File: src/wec_pkg.sv
// wec_pkg: shared types and constants for the log-entry checker.
// Item and result structs, status codes, header layout and the CRC-32C byte step.
// Used by every module in src.
package wec_pkg;

	localparam int unsigned HEADER_BYTES = 32;
	localparam int unsigned HDR_IDX_W    = $clog2(HEADER_BYTES);

	localparam int unsigned OFS_ENTRY_LEN = 16;
	localparam int unsigned OFS_VALUE_LEN = 20;
	localparam int unsigned OFS_KEY_LEN   = 24;
	localparam int unsigned OFS_FLAGS     = 26;
	localparam int unsigned OFS_CRC       = 28;

	localparam logic [31:0] CRC_POLY     = 32'h82F6_3B78;
	localparam logic [31:0] CRC_INIT     = 32'hFFFF_FFFF;
	localparam logic [31:0] MAX_LEN_RST  = 32'd16777216;

	typedef enum logic [1:0] {
		STATUS_OK        = 2'd0,
		STATUS_BAD_LEN   = 2'd1,
		STATUS_BAD_CRC   = 2'd2,
		STATUS_SIZE_MISM = 2'd3
	} wec_status_t;

	typedef struct packed {
		logic [7:0] data_byte;
		logic       last_byte;
	} wec_item_t;

	typedef struct packed {
		wec_status_t status;
		logic [63:0] sequence_res;
		logic [63:0] key_fingerprint;
		logic [15:0] key_length;
		logic [31:0] value_length;
		logic [15:0] entry_flags;
	} wec_result_t;

	// one byte of reflected CRC-32C, bit at a time
	function automatic logic [31:0] crc32c_byte(input logic [31:0] crc, input logic [7:0] b);
		logic [31:0] c;
		c = crc ^ {24'd0, b};
		for (int k = 0; k < 8; k++) begin
			c = c[0] ? ((c >> 1) ^ CRC_POLY) : (c >> 1);
		end
		return c;
	endfunction

endpackage

File: src/wec_entry_core.sv
// wec_entry_core: per-entry state (CRC, saturating byte count, header bytes)
// and the result evaluation for the item held in the input register.
// Depends on wec_pkg.
module wec_entry_core import wec_pkg::*; (
	input  logic        clk,
	input  logic        arst_n,
	input  logic        step,
	input  wec_item_t   item_s1,
	input  logic [31:0] max_entry_bytes,
	output wec_result_t result
);

	logic [31:0] crc_q;
	logic [31:0] count_q;
	logic [7:0]  hdr_q    [HEADER_BYTES];
	logic [7:0]  hdr_next [HEADER_BYTES];

	logic        in_hdr;
	logic        in_crc_field;
	logic [7:0]  fed;
	logic [31:0] crc_next;
	logic [31:0] count_next;

	logic [31:0] entry_len;
	logic [31:0] value_len;
	logic [15:0] key_len;
	logic [31:0] stored_crc;
	logic [32:0] expected;
	logic        len_bad;

	assign in_hdr       = (count_q[31:HDR_IDX_W] == '0);
	assign in_crc_field = in_hdr && (count_q[HDR_IDX_W-1:0] >= HDR_IDX_W'(OFS_CRC));
	assign fed          = in_crc_field ? 8'd0 : item_s1.data_byte;
	assign crc_next     = crc32c_byte(crc_q, fed);
	assign count_next   = (count_q == '1) ? count_q : count_q + 32'd1;

	// header view including the byte being written now
	always_comb begin
		for (int i = 0; i < HEADER_BYTES; i++) begin
			hdr_next[i] = hdr_q[i];
		end
		if (in_hdr) begin
			hdr_next[count_q[HDR_IDX_W-1:0]] = item_s1.data_byte;
		end
	end

	assign entry_len  = {hdr_next[OFS_ENTRY_LEN+3], hdr_next[OFS_ENTRY_LEN+2],
	                     hdr_next[OFS_ENTRY_LEN+1], hdr_next[OFS_ENTRY_LEN]};
	assign value_len  = {hdr_next[OFS_VALUE_LEN+3], hdr_next[OFS_VALUE_LEN+2],
	                     hdr_next[OFS_VALUE_LEN+1], hdr_next[OFS_VALUE_LEN]};
	assign key_len    = {hdr_next[OFS_KEY_LEN+1], hdr_next[OFS_KEY_LEN]};
	assign stored_crc = {hdr_next[OFS_CRC+3], hdr_next[OFS_CRC+2],
	                     hdr_next[OFS_CRC+1], hdr_next[OFS_CRC]};
	assign expected   = 33'(HEADER_BYTES) + {17'd0, key_len} + {1'b0, value_len};

	assign len_bad = (entry_len < 32'(HEADER_BYTES)) || (entry_len > max_entry_bytes)
	                 || (expected != {1'b0, entry_len});

	always_comb begin
		if (count_next < 32'(HEADER_BYTES)) begin
			result        = '0;
			result.status = STATUS_SIZE_MISM;
		end else begin
			if (len_bad) begin
				result.status = STATUS_BAD_LEN;
			end else if (count_next != entry_len) begin
				result.status = STATUS_SIZE_MISM;
			end else if (~crc_next != stored_crc) begin
				result.status = STATUS_BAD_CRC;
			end else begin
				result.status = STATUS_OK;
			end
			result.sequence_res    = {hdr_next[7], hdr_next[6], hdr_next[5], hdr_next[4],
			                          hdr_next[3], hdr_next[2], hdr_next[1], hdr_next[0]};
			result.key_fingerprint = {hdr_next[15], hdr_next[14], hdr_next[13], hdr_next[12],
			                          hdr_next[11], hdr_next[10], hdr_next[9], hdr_next[8]};
			result.key_length      = key_len;
			result.value_length    = value_len;
			result.entry_flags     = {hdr_next[OFS_FLAGS+1], hdr_next[OFS_FLAGS]};
		end
	end

	always_ff @(posedge clk or negedge arst_n) begin
		if (!arst_n) begin
			crc_q   <= CRC_INIT;
			count_q <= '0;
		end else if (step) begin
			if (item_s1.last_byte) begin
				crc_q   <= CRC_INIT;
				count_q <= '0;
			end else begin
				crc_q   <= crc_next;
				count_q <= count_next;
			end
		end
	end

	// header bytes: no reset, a short entry never exposes them
	always_ff @(posedge clk) begin
		if (step && in_hdr) begin
			hdr_q[count_q[HDR_IDX_W-1:0]] <= item_s1.data_byte;
		end
	end

endmodule

File: config.mk
export PLATFORM = sky130hd
export DESIGN_NAME = wec_entry_core
export DESIGN_NICKNAME = d
export VERILOG_FILES = /design/src/wec_pkg.sv /design/src/wec_entry_core.sv
export SDC_FILE = /design/constraint.sdc
export NUM_CORES = 1
export LEC_CHECK = 0
export ABC_CLOCK_PERIOD_IN_PS = 6980
export BUFFER_PORTS_ARGS = -buffer_cell sky130_fd_sc_hd__buf_2
export CORE_MARGIN = 8
export CORE_UTILIZATION = 45
export DETAILED_ROUTE_END_ITERATION = 10
export SETUP_SLACK_MARGIN = 0.1
export SLEW_MARGIN = 0
export SYNTH_ARGS = -nofsm -noshare
export SYNTH_HDL_FRONTEND = slang
export SYNTH_SLANG_ARGS = --single-unit
File: constraint.sdc
create_clock -name clk -period 6.98 [get_ports clk]
set_input_delay 1.047 -clock clk [delete_from_list [all_inputs] [get_ports clk]]
set_output_delay 1.047 -clock clk [all_outputs]
set_load 0.02 [all_outputs]
==> impl_results.rst, run 1 <==
.. list-table::
   :header-rows: 1

   * - Metric
     - Value
   * - Minimum hold slack
     - 0.505 ns
   * - CTS Buf Count
     - 37
   * - Post-synthesis cell count
     - 2104
   * - Detailed-route via count
     - 17100
   * - CP max-delay cell
     - sky130_fd_sc_hd__or4_1
   * - Share of the synthesized netlist area taken by xor and xnor gates
     - 10.4%
   * - Share of final-layout standard cells stronger than drive strength 1
     - 21.6%
   * - Endpoint class of the critical path
     - output pin
   * - Number of nets at the end of the flow
     - 2462
   * - Share of the clock period used by the worst path
     - 96.0%
   * - Data required, critical path
     - 5.93 ns
   * - Maximum clock path buffer count
     - 3
   * - Data arrival time of the worst path
     - 5.66 ns
   * - Initial standard-cell utilization of the core
     - 45.2%
   * - Number of enable flip-flop cells after synthesis
     - 256
   * - Flops & latches, synth
     - 320
   * - Clock period minus final worst setup slack
     - 6.70 ns
   * - RSZ-0062 raised after global routing
     - false
   * - Top fanout value on the critical path
     - 11
   * - Pin count of the biggest net entering global routing
     - 113
   * - Dominant synthesized flop cell
     - sky130_fd_sc_hd__edfxtp_1
   * - Pre-CTS setup slack
     - 0.104 ns
   * - Critical path start-end classification
     - flop to output pin
   * - Row Count
     - 78
   * - Port Buffers
     - 237
   * - Kind of path behind the tightest hold check
     - flop to flop
   * - Later-pin clock latency in the skew report
     - 0.56 ns
   * - Combinational power share
     - 34.5%
   * - Max frequency
     - 149 MHz
   * - Die Span Y
     - 228 microns
   * - Final ANT Viol Nets
     - 0
   * - DR vias/cell
     - 5.75
   * - First-pass iteration count of the detailed router
     - 5
   * - HPWL after DPL
     - 48.2 mm
   * - Buffer type at the clock tree root
     - sky130_fd_sc_hd__clkbuf_16
   * - Status
     - completed
   * - Worst setup SP type
     - flop
   * - I/O pin total
     - 238
   * - Overall power of the completed layout
     - 6370 uW
   * - RD Place Congestion
     - 0.979
   * - Final Skew
     - 0.0143 ns
   * - Post-layout util
     - 53.0%
   * - Post-Synthesis Mean Instance Area
     - 9.66 sq um
   * - Fill cells
     - 4120
   * - Synthesis Warnings
     - 0
   * - Synth area leader
     - sky130_fd_sc_hd__edfxtp_1
   * - Cell types occupying the most area after synthesis
     - sky130_fd_sc_hd__edfxtp_1, sky130_fd_sc_hd__xnor2_1, sky130_fd_sc_hd__nand2_1, sky130_fd_sc_hd__a21oi_1, sky130_fd_sc_hd__mux2i_1
   * - Crit path max-delay family
     - simple AND/OR/NAND/NOR gates
   * - Cell count along the critical path
     - 22
   * - Leakage power figure
     - 0.0103 uW
   * - GRT Util Overall
     - 24.6%
   * - Depth of the worst hold-timing path
     - 2
   * - Count of distinct cell types in the synthesized netlist
     - 78
   * - Measured slew at the worst slew-check pin
     - 1.12 ns
   * - Die ar.
     - 52200 sq um
   * - Sequential element share of the synthesized area
     - 45.9%
   * - Synthesized-area fraction occupied by ao, oa, aoi and oai cells
     - 11.8%
   * - Maxcap violations
     - 0
   * - Worst-case reg-to-reg path depth
     - 9
   * - Worst slew margin relative to its limit
     - 25.6%
   * - Count of buffer and inverter cells on the critical path
     - 2
   * - Post-route worst setup slack
     - 0.277 ns
   * - Synth async-reset ratio
     - 20.0%
   * - Aggregate global routing overflow
     - 0
   * - Via count of the first global-routing pass
     - 16900
   * - Power dissipated by switching net loads
     - 2140 uW
   * - TritonCTS clock tree
     - built
   * - Cell occurring most often along the worst timing path
     - sky130_fd_sc_hd__nand2_1
   * - Slew Limit Fails
     - 0
   * - Post-route DRC violation count
     - 0
   * - Total number of clock tree sinks
     - 320
   * - Clk network pwr share
     - 29.5%
   * - Multiplexer area fraction after synthesis
     - 4.97%
   * - Area share of the largest cell type after synthesis
     - 37.8%
   * - Core area
     - 45000 sq um
   * - Wire length of the first global-routing pass
     - 102 mm
   * - Area growth, synth to finish
     - 17.4%
   * - Number of antenna violations at the first check in global routing
     - 0
   * - Final routed wire length divided by cell count
     - 22.6 microns
   * - Delay of the slowest cell on the worst path
     - 0.54 ns
   * - Cell Int Power
     - 4230 uW
   * - Die Width
     - 228 microns
   * - Maximum level of the CTS H-tree
     - 2
   * - PwrDens
     - 267 nW/um^2
   * - Aggregate routed wire length
     - 67.1 mm
   * - Fin Setup TNS
     - 0 ns
   * - Cell area after synthesis
     - 20300 sq um
   * - Combinational family with the most area after synthesis
     - simple AND/OR/NAND/NOR gates
   * - Number of buffers inserted for hold repair after clock tree synthesis
     - 0
   * - Fraction of the mapped netlist area in simple logic gates
     - 18.0%
   * - Switching power as a share of total power
     - 33.6%
   * - Number of hold violations in the final report
     - 0
   * - Arithmetic-cell share of the synthesized area counting full adders, half adders and majority gates
     - 4.29%
   * - Largest voltage drop on the vdd net
     - 216 uV
   * - Cells along the critical path
     - nor4_4 > and4_4 > and3_4 > nand2_4 > nand2_1 > nand2_1 > ha_1 > ha_1 > inv_1 > fa_2 > nor2b_1 > o21a_1 > o21a_4 > o2111ai_4 > a21o_1 > a211o_1 > or4_1 > nand2_1 > o211a_2 > a31oi_2 > a31oi_4 > buf_6
   * - Sequential fraction of design power
     - 35.9%
   * - Violation count after the first detailed-route iteration
     - 1538
   * - Synthesized net count
     - 2217
   * - Setup violations, final
     - 0
   * - Clk pin slew, worst setup/hold paths
     - 0.06 ns
## worst min-delay path: cells and delay by family, from the launching register on
kind | cells | cell delay, ns
compound gates | 1 | 0.05
flops | 1 | 0.37
simple gates | 1 | 0.09
## layer usage
metal	share of wire, %	vias to the layer above	track usage, %
met4	2.1	0	5.84
met1	45	8331	34.4
li1	-	7960	-
met5	0	-	0
met3	7.9	91	5.17
met2	45	724	38.6
## stage by stage
stage | instances | area, sq um
finish | 2976 | 23900
global placement | 2888 | 22300
CTS | 2957 | 23600
detailed placement | 2888 | 22300
floorplan | 2104 | 20300
global route | 2975 | 23800
## layout by cell type (no fill, tap or decap), drive strengths merged, types with 4 or more instances in the layout
cell     netlist  final
a31oi          9      9
xnor3          7      7
nor2         188    188
mux2           7      7
dfstp         32     32
nand4         39     39
xnor2        146    146
o21ai         55     55
clkbuf        97     48
xor2          66     66
edfxtp       256    256
and3          34     34
ha            68     68
a211o          4      4
mux2i         93     93
o21bai         4      4
a211oi         6      6
nand3        106    106
nor2b          6      6
and2           7      7
o211ai         6      6
and4           4      4
o2bb2ai       12     12
nor3          38     38
o22a          23     23
or2            4      4
nand2        299    299
or4            8      8
inv           85     88
a21o          22     22
a21oi        206    206
nor4          24     24
clkinv         1     14
buf           40    342
o31ai         14     14
o22ai          8      8
dfrtp         32     32
o21a           8      8
## path summary, 6_finish.rpt
kind | from | end | slack, ns
min | crc_q[24] | crc_q[24] | 0.50
max | count_q[21] | result[193] | 0.28
min in group asynchronous | arst_n | count_q[26] | 0.67
min reg2reg | crc_q[24] | crc_q[24] | 0.50
max reg2reg | count_q[3] | crc_q[6] | 3.18
max in group asynchronous | arst_n | count_q[14] | 5.67
## sequential cells by signal (all words and copies together) (netlist names)
register	count
hdr_q	256
crc_q	32
count_q	32
## what timing repair did
action | 4_1_cts | 5_1_grt
pin swaps | 4 | 11
hold endpoints to repair | 0 | 0
endpoints found under the setup margin | 2 | 2
gates cloned | 0 | 1
resized for setup | 28 | 38
buffers inserted | 4 | 17
## power by group through the flow
stage / Sequential [uW] / Combinational (uW) / Clock (uW)
after global routing: 2300 / 2350 / 1980
after floorplan: 2280 / 1650 / 0
final: 2290 / 2200 / 1880
after detailed placement: 2330 / 2150 / 0
after CTS: 2290 / 2170 / 1910
after global placement: 2330 / 2120 / 0
## kinds of logic (layout without fill, tap and decap cells)
kind of cell               count (synthesis)  count (layout)
other                                      0               1
adders and majority gates                 69              69
muxes                                    100             100
and+or+nand+nor                          776             776
DFF                                      320             320
xor gates and xnor gates                 220             220
AOI/OAI and AO/OA                        396             396
buffers and inverters                    223             494
## cell usage after synthesis (35+ instances only)
library cell and number:
sky130_fd_sc_hd__xnor2_1 142, sky130_fd_sc_hd__a21oi_1 206, sky130_fd_sc_hd__nor2_1 188, sky130_fd_sc_hd__o21ai_0 51
sky130_fd_sc_hd__nand2_1 299, sky130_fd_sc_hd__edfxtp_1 256, sky130_fd_sc_hd__nor3_1 36, sky130_fd_sc_hd__nand4_1 35
sky130_fd_sc_hd__inv_1 85, sky130_fd_sc_hd__mux2i_1 93, sky130_fd_sc_hd__nand3_1 105, sky130_fd_sc_hd__ha_1 68
sky130_fd_sc_hd__xor2_1 62, sky130_fd_sc_hd__clkbuf_1 96
## final cells by class
type	instances	area [sq um]	share of cell area (%)
clock buffers	47	983	4.12
diodes	1	2.50	0.0105
well taps	600	751	3.15
repair buffers	343	2030	8.53
clock inverters	18	161	0.677
multi-input cells	1561	10200	43.0
inverters	86	323	1.35
flip-flops and latches	320	9350	39.2
No activity file was read; power rests on OpenSTA's default activity.
==> run 2: changes to the inputs <==
Settings changed: ABC_AREA from default to 1, CORE_MARGIN 8 to default.
==> impl_results.rst, run 2 <==
.. list-table::
   :header-rows: 1

   * - Metric
     - Value
   * - Status
     - completed
   * - Max frequency
     - 154 MHz
   * - Die ar.
     - 48100 sq um
   * - Number of hold violations in the final report
     - 0
   * - Detailed-route via count
     - 19200
   * - Measured slew at the worst slew-check pin
     - 1.19 ns
   * - Most frequent standard cell in the layout excluding fill and tap cells
     - sky130_fd_sc_hd__nand2_1
   * - Slew Limit Fails
     - 0
   * - Number of antenna violations at the first check in global routing
     - 3
   * - Pre-CTS setup slack
     - 0.520 ns
   * - Post-route worst setup slack
     - 0.470 ns
   * - Number of enable flip-flop cells after synthesis
     - 256
   * - GRT Util Overall
     - 30.7%
   * - Area share of the largest cell type after synthesis
     - 36.2%
   * - Post-Synthesis Mean Instance Area
     - 7.98 sq um
   * - Cell area after synthesis
     - 21200 sq um
   * - Violation count after the first detailed-route iteration
     - 1918
   * - Leakage power figure
     - 0.0114 uW
   * - Synthesized net count
     - 2772
   * - RD Place Congestion
     - 0.984
   * - TritonCTS clock tree
     - built
   * - Commonest cells in the netlist
     - sky130_fd_sc_hd__nand2_1, sky130_fd_sc_hd__inv_1, sky130_fd_sc_hd__nor2_1
   * - Number of nets at the end of the flow
     - 2994
   * - Dominant synthesized flop cell
     - sky130_fd_sc_hd__edfxtp_1
   * - Largest voltage drop on the vdd net
     - 194 uV
   * - Sequential element share of the synthesized area
     - 43.9%
   * - Top fanout value on the critical path
     - 8
   * - Critical path start-end classification
     - flop to output pin
   * - Fill cells
     - 4417
   * - PwrDens
     - 252 nW/um^2
   * - HPWL after DPL
     - 52.5 mm
   * - Data required, critical path
     - 5.93 ns
   * - Synth async-reset ratio
     - 20.0%
   * - DR vias/cell
     - 5.47
   * - Wire length of the first global-routing pass
     - 110 mm
   * - Worst slew margin relative to its limit
     - 19.8%
   * - Cell types occupying the most area after synthesis
     - sky130_fd_sc_hd__edfxtp_1, sky130_fd_sc_hd__nand2_1, sky130_fd_sc_hd__inv_1, sky130_fd_sc_hd__nor2_1, sky130_fd_sc_hd__a211oi_1
   * - Area of the multi-input gates
     - 9870 sq um
   * - Maximum clock path buffer count
     - 3
   * - Final non-filler cell total
     - 3516
   * - Worst setup SP type
     - flop
   * - Flop2flop setup slack
     - 3.17 ns
   * - Number of buffers inserted for hold repair after clock tree synthesis
     - 0
   * - Post-route DRC violation count
     - 0
   * - Pin count of the biggest net entering global routing
     - 65
   * - Row Count
     - 79
   * - Synthesis Warnings
     - 0
   * - RSZ-0062 raised after global routing
     - false
   * - Minimum hold slack
     - 0.535 ns
   * - Kind of path behind the tightest hold check
     - flop to flop
   * - Largest register FFs
     - 256
   * - Aggregate routed wire length
     - 74.3 mm
   * - Synth area leader
     - sky130_fd_sc_hd__edfxtp_1
   * - Overall power of the completed layout
     - 6120 uW
   * - Maximum level of the CTS H-tree
     - 2
   * - Port Buffers
     - 237
   * - Post-synthesis cell count
     - 2659
   * - Data arrival time of the worst path
     - 5.46 ns
   * - Maxcap violations
     - 0
   * - Total number of clock tree sinks
     - 320
   * - Clk pin slew, worst setup/hold paths
     - 0.06 ns
   * - Die Width
     - 219 microns
   * - Via count of the first global-routing pass
     - 17900
   * - Initial standard-cell utilization of the core
     - 45.6%
   * - Final routed wire length divided by cell count
     - 21.1 microns
   * - Commonest cells after routing, fill and taps aside
     - sky130_fd_sc_hd__nand2_1, sky130_fd_sc_hd__inv_1, sky130_fd_sc_hd__nor2_1, sky130_fd_sc_hd__edfxtp_1, sky130_fd_sc_hd__buf_2
   * - Flops & latches, synth
     - 320
   * - Met2 routing resource usage after global routing
     - 48.3%
   * - Met3 usage
     - 7.64%
   * - Share of the clock period used by the worst path
     - 93.3%
   * - Number of cells in the design after placement
     - 3442
   * - First-pass iteration count of the detailed router
     - 6
   * - Later-pin clock latency in the skew report
     - 0.57 ns
   * - CTS Buf Count
     - 38
   * - Grt peak-use layer
     - met2
   * - Core area
     - 46600 sq um
   * - Final Skew
     - 0.0228 ns
   * - Aggregate global routing overflow
     - 0
   * - Met1 Resource Use GR
     - 42.2%
   * - Die Span Y
     - 219 microns
   * - Endpoint class of the critical path
     - output pin
   * - Sequential cell area
     - 9330 sq um
   * - Area growth, synth to finish
     - 14.6%
   * - Final ANT Viol Nets
     - 0
   * - Setup violations, final
     - 0
   * - Clock period minus final worst setup slack
     - 6.51 ns
   * - Buffer type at the clock tree root
     - sky130_fd_sc_hd__clkbuf_16
   * - Count of distinct cell types in the synthesized netlist
     - 53
   * - Fin Setup TNS
     - 0 ns
   * - N_diodes
     - 0
   * - Share of final-layout standard cells stronger than drive strength 1
     - 17.1%
   * - Most instantiated library cell after synthesis
     - sky130_fd_sc_hd__nand2_1
   * - I/O pin total
     - 238
==> run 2: changes by cell type after synthesis, moves of 29 or more <==
cell / previous run / this run
sky130_fd_sc_hd__nor2_1: 188 / 314
sky130_fd_sc_hd__and3_1: 34 / 2
sky130_fd_sc_hd__nand2_1: 299 / 625
sky130_fd_sc_hd__inv_1: 85 / 381
sky130_fd_sc_hd__a211oi_1: 6 / 144
sky130_fd_sc_hd__mux2i_1: 93 / 0
sky130_fd_sc_hd__o21ai_0: 51 / 110
sky130_fd_sc_hd__a21boi_0: 2 / 31
sky130_fd_sc_hd__a21oi_1: 206 / 43
sky130_fd_sc_hd__xnor2_1: 142 / 27
sky130_fd_sc_hd__o22ai_1: 8 / 56
==> run 2: cell type report <==
type                            instances  area share [%]
Clock inverter                         26           0.874
Inverter                              408            6.31
Sequential cell                       320            38.4
Multi-Input combinational cell       1819            40.6
Tap cell                              607            3.12
Clock buffer                           42            3.97
Timing Repair Buffer                  294            6.76
==> run 2: path summary, 6_finish.rpt <==
check / startpoint / to / cells after the start
worst max-delay path: count_q[26] / result[193] / 27
worst min-delay path: crc_q[25] / crc_q[25] / 2
worst max register to register: count_q[26] / crc_q[3] / 22
worst min register to register: crc_q[25] / crc_q[25] / 2
max in group asynchronous: arst_n / count_q[2] / 2
min in group asynchronous: arst_n / count_q[27] / 2
==> run 2: cell families after synthesis <==
group | count (synthesis) | synth area share [%]
adders and majority gates | 69 | 4.10
buffers and inverters | 520 | 9.98
DFF | 320 | 43.9
xor gates and xnor gates | 119 | 5.05
AOI/OAI and AO/OA | 425 | 12.8
and+or+nand+nor | 1206 | 24.1
==> run 2: metal layers <==
layer / vias to the layer above / wire length, microns
met3: 118 / 6630
met4: 6 / 1780
li1: 9220 / -
met5: - / 38
met1: 9147 / 32100
met2: 745 / 33700
==> run 2: critical path: stages, from the launching register on <==
cell and delay, ns:
sky130_fd_sc_hd__dfrtp_1 0.42, sky130_fd_sc_hd__inv_2 0.09, sky130_fd_sc_hd__nand2_1 0.09, sky130_fd_sc_hd__nor2_1 0.11
sky130_fd_sc_hd__nand2_1 0.11, sky130_fd_sc_hd__nor2_4 0.16, sky130_fd_sc_hd__nand2_4 0.09, sky130_fd_sc_hd__nor2_4 0.21
sky130_fd_sc_hd__nand2_4 0.10, sky130_fd_sc_hd__buf_4 0.16, sky130_fd_sc_hd__o21ai_0 0.20, sky130_fd_sc_hd__ha_1 0.28
sky130_fd_sc_hd__ha_1 0.35, sky130_fd_sc_hd__a21o_1 0.20, sky130_fd_sc_hd__o21bai_1 0.20, sky130_fd_sc_hd__a21oi_1 0.44
sky130_fd_sc_hd__o21ai_0 0.26, sky130_fd_sc_hd__nand4_1 0.14, sky130_fd_sc_hd__o21ai_2 0.13, sky130_fd_sc_hd__nand2_1 0.11
sky130_fd_sc_hd__xor2_1 0.15, sky130_fd_sc_hd__nand3_1 0.09, sky130_fd_sc_hd__nor2_1 0.11, sky130_fd_sc_hd__nand4_1 0.16
sky130_fd_sc_hd__nor2_4 0.20, sky130_fd_sc_hd__nand2_1 0.07, sky130_fd_sc_hd__nand2_1 0.07, sky130_fd_sc_hd__buf_4 0.14
==> run 2: timing repair <==
action / 4_1_cts / 5_1_grt
pin swaps: 0 / 7
endpoints found under the setup margin: 2 / 2
buffers inserted: 0 / 6
resized for setup: 7 / 28
==> run 2: where the power goes <==
| part | leakage, uW | internal (uW) | total [uW] | switching [uW] |
|---|---|---|---|---|
| sequential | 0.00308 | 2210 | 2280 | 67.2 |
| combinational | 0.00777 | 598 | 1930 | 1340 |
| clock | 0.000570 | 1080 | 1910 | 831 |
| total | 0.0114 | 3890 | 6120 | 2240 |
==> run 2: per-stage QoR <==
stage | area (sq um) | utilization [%]
after floorplan | 21200 | -
final | 24300 | 52.2
after global placement | 23000 | 49.4
after detailed placement | 23000 | 49.4
after CTS | 24200 | 52.0
after global routing | 24300 | 52.2
==> run 3: changes to the inputs <==
Settings changed: BUFFER_PORTS_ARGS -buffer_cell sky130_fd_sc_hd__buf_2 to -buffer_cell sky130_fd_sc_hd__clkbuf_2.
==> impl_results.rst, run 3 (synthesized netlist as in run 2, its figures left out) <==
.. list-table::
   :header-rows: 1

   * - Metric
     - Value
   * - Status
     - completed
   * - Worst slew margin relative to its limit
     - 13.8%
   * - Row Count
     - 79
   * - Worst setup SP type
     - flop
   * - Clk pin slew, worst setup/hold paths
     - 0.07 ns
   * - Top fanout value on the critical path
     - 12
   * - Fin Setup TNS
     - 0 ns
   * - Clock period minus final worst setup slack
     - 6.44 ns
   * - Critical path start-end classification
     - flop to output pin
   * - Buffer type at the clock tree root
     - sky130_fd_sc_hd__clkbuf_16
   * - Pre-CTS setup slack
     - 0.425 ns
   * - Total number of clock tree sinks
     - 320
   * - Commonest cells after routing, fill and taps aside
     - sky130_fd_sc_hd__nand2_1, sky130_fd_sc_hd__inv_1, sky130_fd_sc_hd__nor2_1, sky130_fd_sc_hd__edfxtp_1, sky130_fd_sc_hd__clkbuf_2
   * - Flop2flop setup slack
     - 3.19 ns
   * - Final routed wire length divided by cell count
     - 21.1 microns
   * - RSZ-0062 raised after global routing
     - false
   * - First-pass iteration count of the detailed router
     - 8
   * - Depth of the worst hold-timing path
     - 2
   * - Data required, critical path
     - 5.93 ns
   * - Largest voltage drop on the vdd net
     - 226 uV
   * - Max frequency
     - 155 MHz
   * - Post-route worst setup slack
     - 0.537 ns
   * - Delay of the slowest cell on the worst path
     - 0.42 ns
   * - Start point of the critical path
     - count_q[21]
   * - Area of the multi-input gates
     - 9870 sq um
   * - Aggregate routed wire length
     - 74.3 mm
   * - Later-pin clock latency in the skew report
     - 0.57 ns
   * - I/O pin total
     - 238
   * - Post-route DRC violation count
     - 0
   * - Startpoint of the worst-slack reg-to-reg timing path
     - count_q[2]
   * - Cell occurring most often along the worst timing path
     - sky130_fd_sc_hd__nand2_1
   * - Maximum level of the CTS H-tree
     - 2
   * - Number of buffers inserted for hold repair after clock tree synthesis
     - 0
   * - N_diodes
     - 0
   * - Aggregate global routing overflow
     - 0
   * - Area growth, synth to finish
     - 15.3%
   * - Setup violations, final
     - 0
   * - CTS Buf Count
     - 38
   * - Initial standard-cell utilization of the core
     - 45.6%
   * - Share of the clock period used by the worst path
     - 92.3%
   * - Maximum clock path buffer count
     - 3
   * - CP max-delay cell
     - sky130_fd_sc_hd__dfrtp_1
   * - Via count of the first global-routing pass
     - 18200
   * - Die ar.
     - 48100 sq um
   * - PwrDens
     - 259 nW/um^2
   * - Detailed-route via count
     - 19300
   * - RD Place Congestion
     - 0.942
   * - Violation count after the first detailed-route iteration
     - 1867
   * - Sequential cell area
     - 9330 sq um
   * - Worst-case reg-to-reg path depth
     - 17
   * - Data arrival time of the worst path
     - 5.40 ns
   * - Pin count of the biggest net entering global routing
     - 65
   * - Die Span Y
     - 219 microns
   * - Fill cells
     - 4372
   * - Leakage power figure
     - 0.0113 uW
   * - Crit path capture
     - result[193]
   * - Core area
     - 46600 sq um
   * - Slew Limit Fails
     - 0
   * - HPWL after DPL
     - 52.5 mm
   * - Port Buffers
     - 237
   * - Largest register FFs
     - 256
   * - Number of antenna violations at the first check in global routing
     - 2
   * - Number of nets at the end of the flow
     - 2999
   * - GRT Util Overall
     - 30.8%
   * - Die Width
     - 219 microns
   * - Share of final-layout standard cells stronger than drive strength 1
     - 17.4%
   * - Kind of path behind the tightest hold check
     - flop to flop
   * - Final ANT Viol Nets
     - 0
   * - Number of hold violations in the final report
     - 0
   * - Endpoint of the most critical register-to-register path
     - crc_q[3]
   * - TritonCTS clock tree
     - built
   * - Maxcap violations
     - 0
   * - Measured slew at the worst slew-check pin
     - 1.28 ns
   * - DR vias/cell
     - 5.48
   * - Final Skew
     - 0.0253 ns
   * - Wire length of the first global-routing pass
     - 111 mm
   * - Most frequent standard cell in the layout excluding fill and tap cells
     - sky130_fd_sc_hd__nand2_1
   * - Endpoint class of the critical path
     - output pin
## run 3: changes by cell type in the layout (fill, tap and decap cells not counted), sizes merged
| cell | delta |
|---|---|
| buf | -230 |
| bufinv | +5 |
| clkbuf | +235 |
| clkinv | -4 |
| clkinvlp | -2 |
| inv | +1 |
## run 3: per-stage QoR
step | util (%) | cells | instance area [sq um] | total power [uW] | hold WS (ns)
2_1_floorplan | - | 2659 | 21200 | 3740 | 0.484
3_3_place_gp | 49.4 | 3442 | 23000 | 4190 | 0.494
3_5_place_dp | 49.4 | 3442 | 23000 | 4220 | 0.511
4_1_cts | 52.2 | 3510 | 24300 | 6330 | 0.520
5_1_grt | 52.6 | 3521 | 24500 | 6650 | 0.539
6_report | 52.6 | 3521 | 24500 | 6330 | 0.520
## run 3: area by class of cell
class,count,area share (%)
Tap cell,607,3.10
Multi-Input combinational cell,1819,40.3
Sequential cell,320,38.1
Clock inverter,26,1.37
Inverter,408,6.27
Timing Repair Buffer,299,6.87
Clock buffer,42,3.95
## run 3: layer usage
layer,vias up,global-route usage [%],part of all wire [%]
met1,9244,42.0,43
li1,9234,-,-
met5,-,0,0.035
met2,703,48.9,46
met4,4,8.15,2.3
met3,122,7.19,8.7
## run 3: timing repair
action                                  4_1_cts  5_1_grt
endpoints found under the setup margin        2        2
resized for setup                             6       32
buffers inserted                              0       11
gates cloned                                  0        0
pin swaps                                     0        7
## run 3: critical path: cells and delay by family (launching register included)
kind                       cells  cell delay [ns]
adders and majority gates      3             0.68
DFF                            1             0.42
and+or+nand+nor               22             2.52
AOI/OAI and AO/OA              4             0.53
buffers and inverters          6             0.68
## run 3: where the power goes
group	internal (uW)	switching (uW)	total, uW
Sequential	2210	66.0	2280
Clock	1270	837	2100
Combinational	597	1350	1950
## run 3: how the worst min path moves through the flow
| stage | slack [ns] | to | start |
|---|---|---|---|
| 6_report | 0.52 | crc_q[25] | crc_q[25] |
| 5_1_grt | 0.54 | crc_q[25] | crc_q[25] |
| 4_1_cts | 0.52 | crc_q[25] | crc_q[25] |
| 2_1_floorplan | 0.48 | crc_q[25] | crc_q[25] |
| 3_5_place_dp | 0.51 | crc_q[25] | crc_q[25] |
| 3_3_place_gp | 0.49 | crc_q[25] | crc_q[25] |
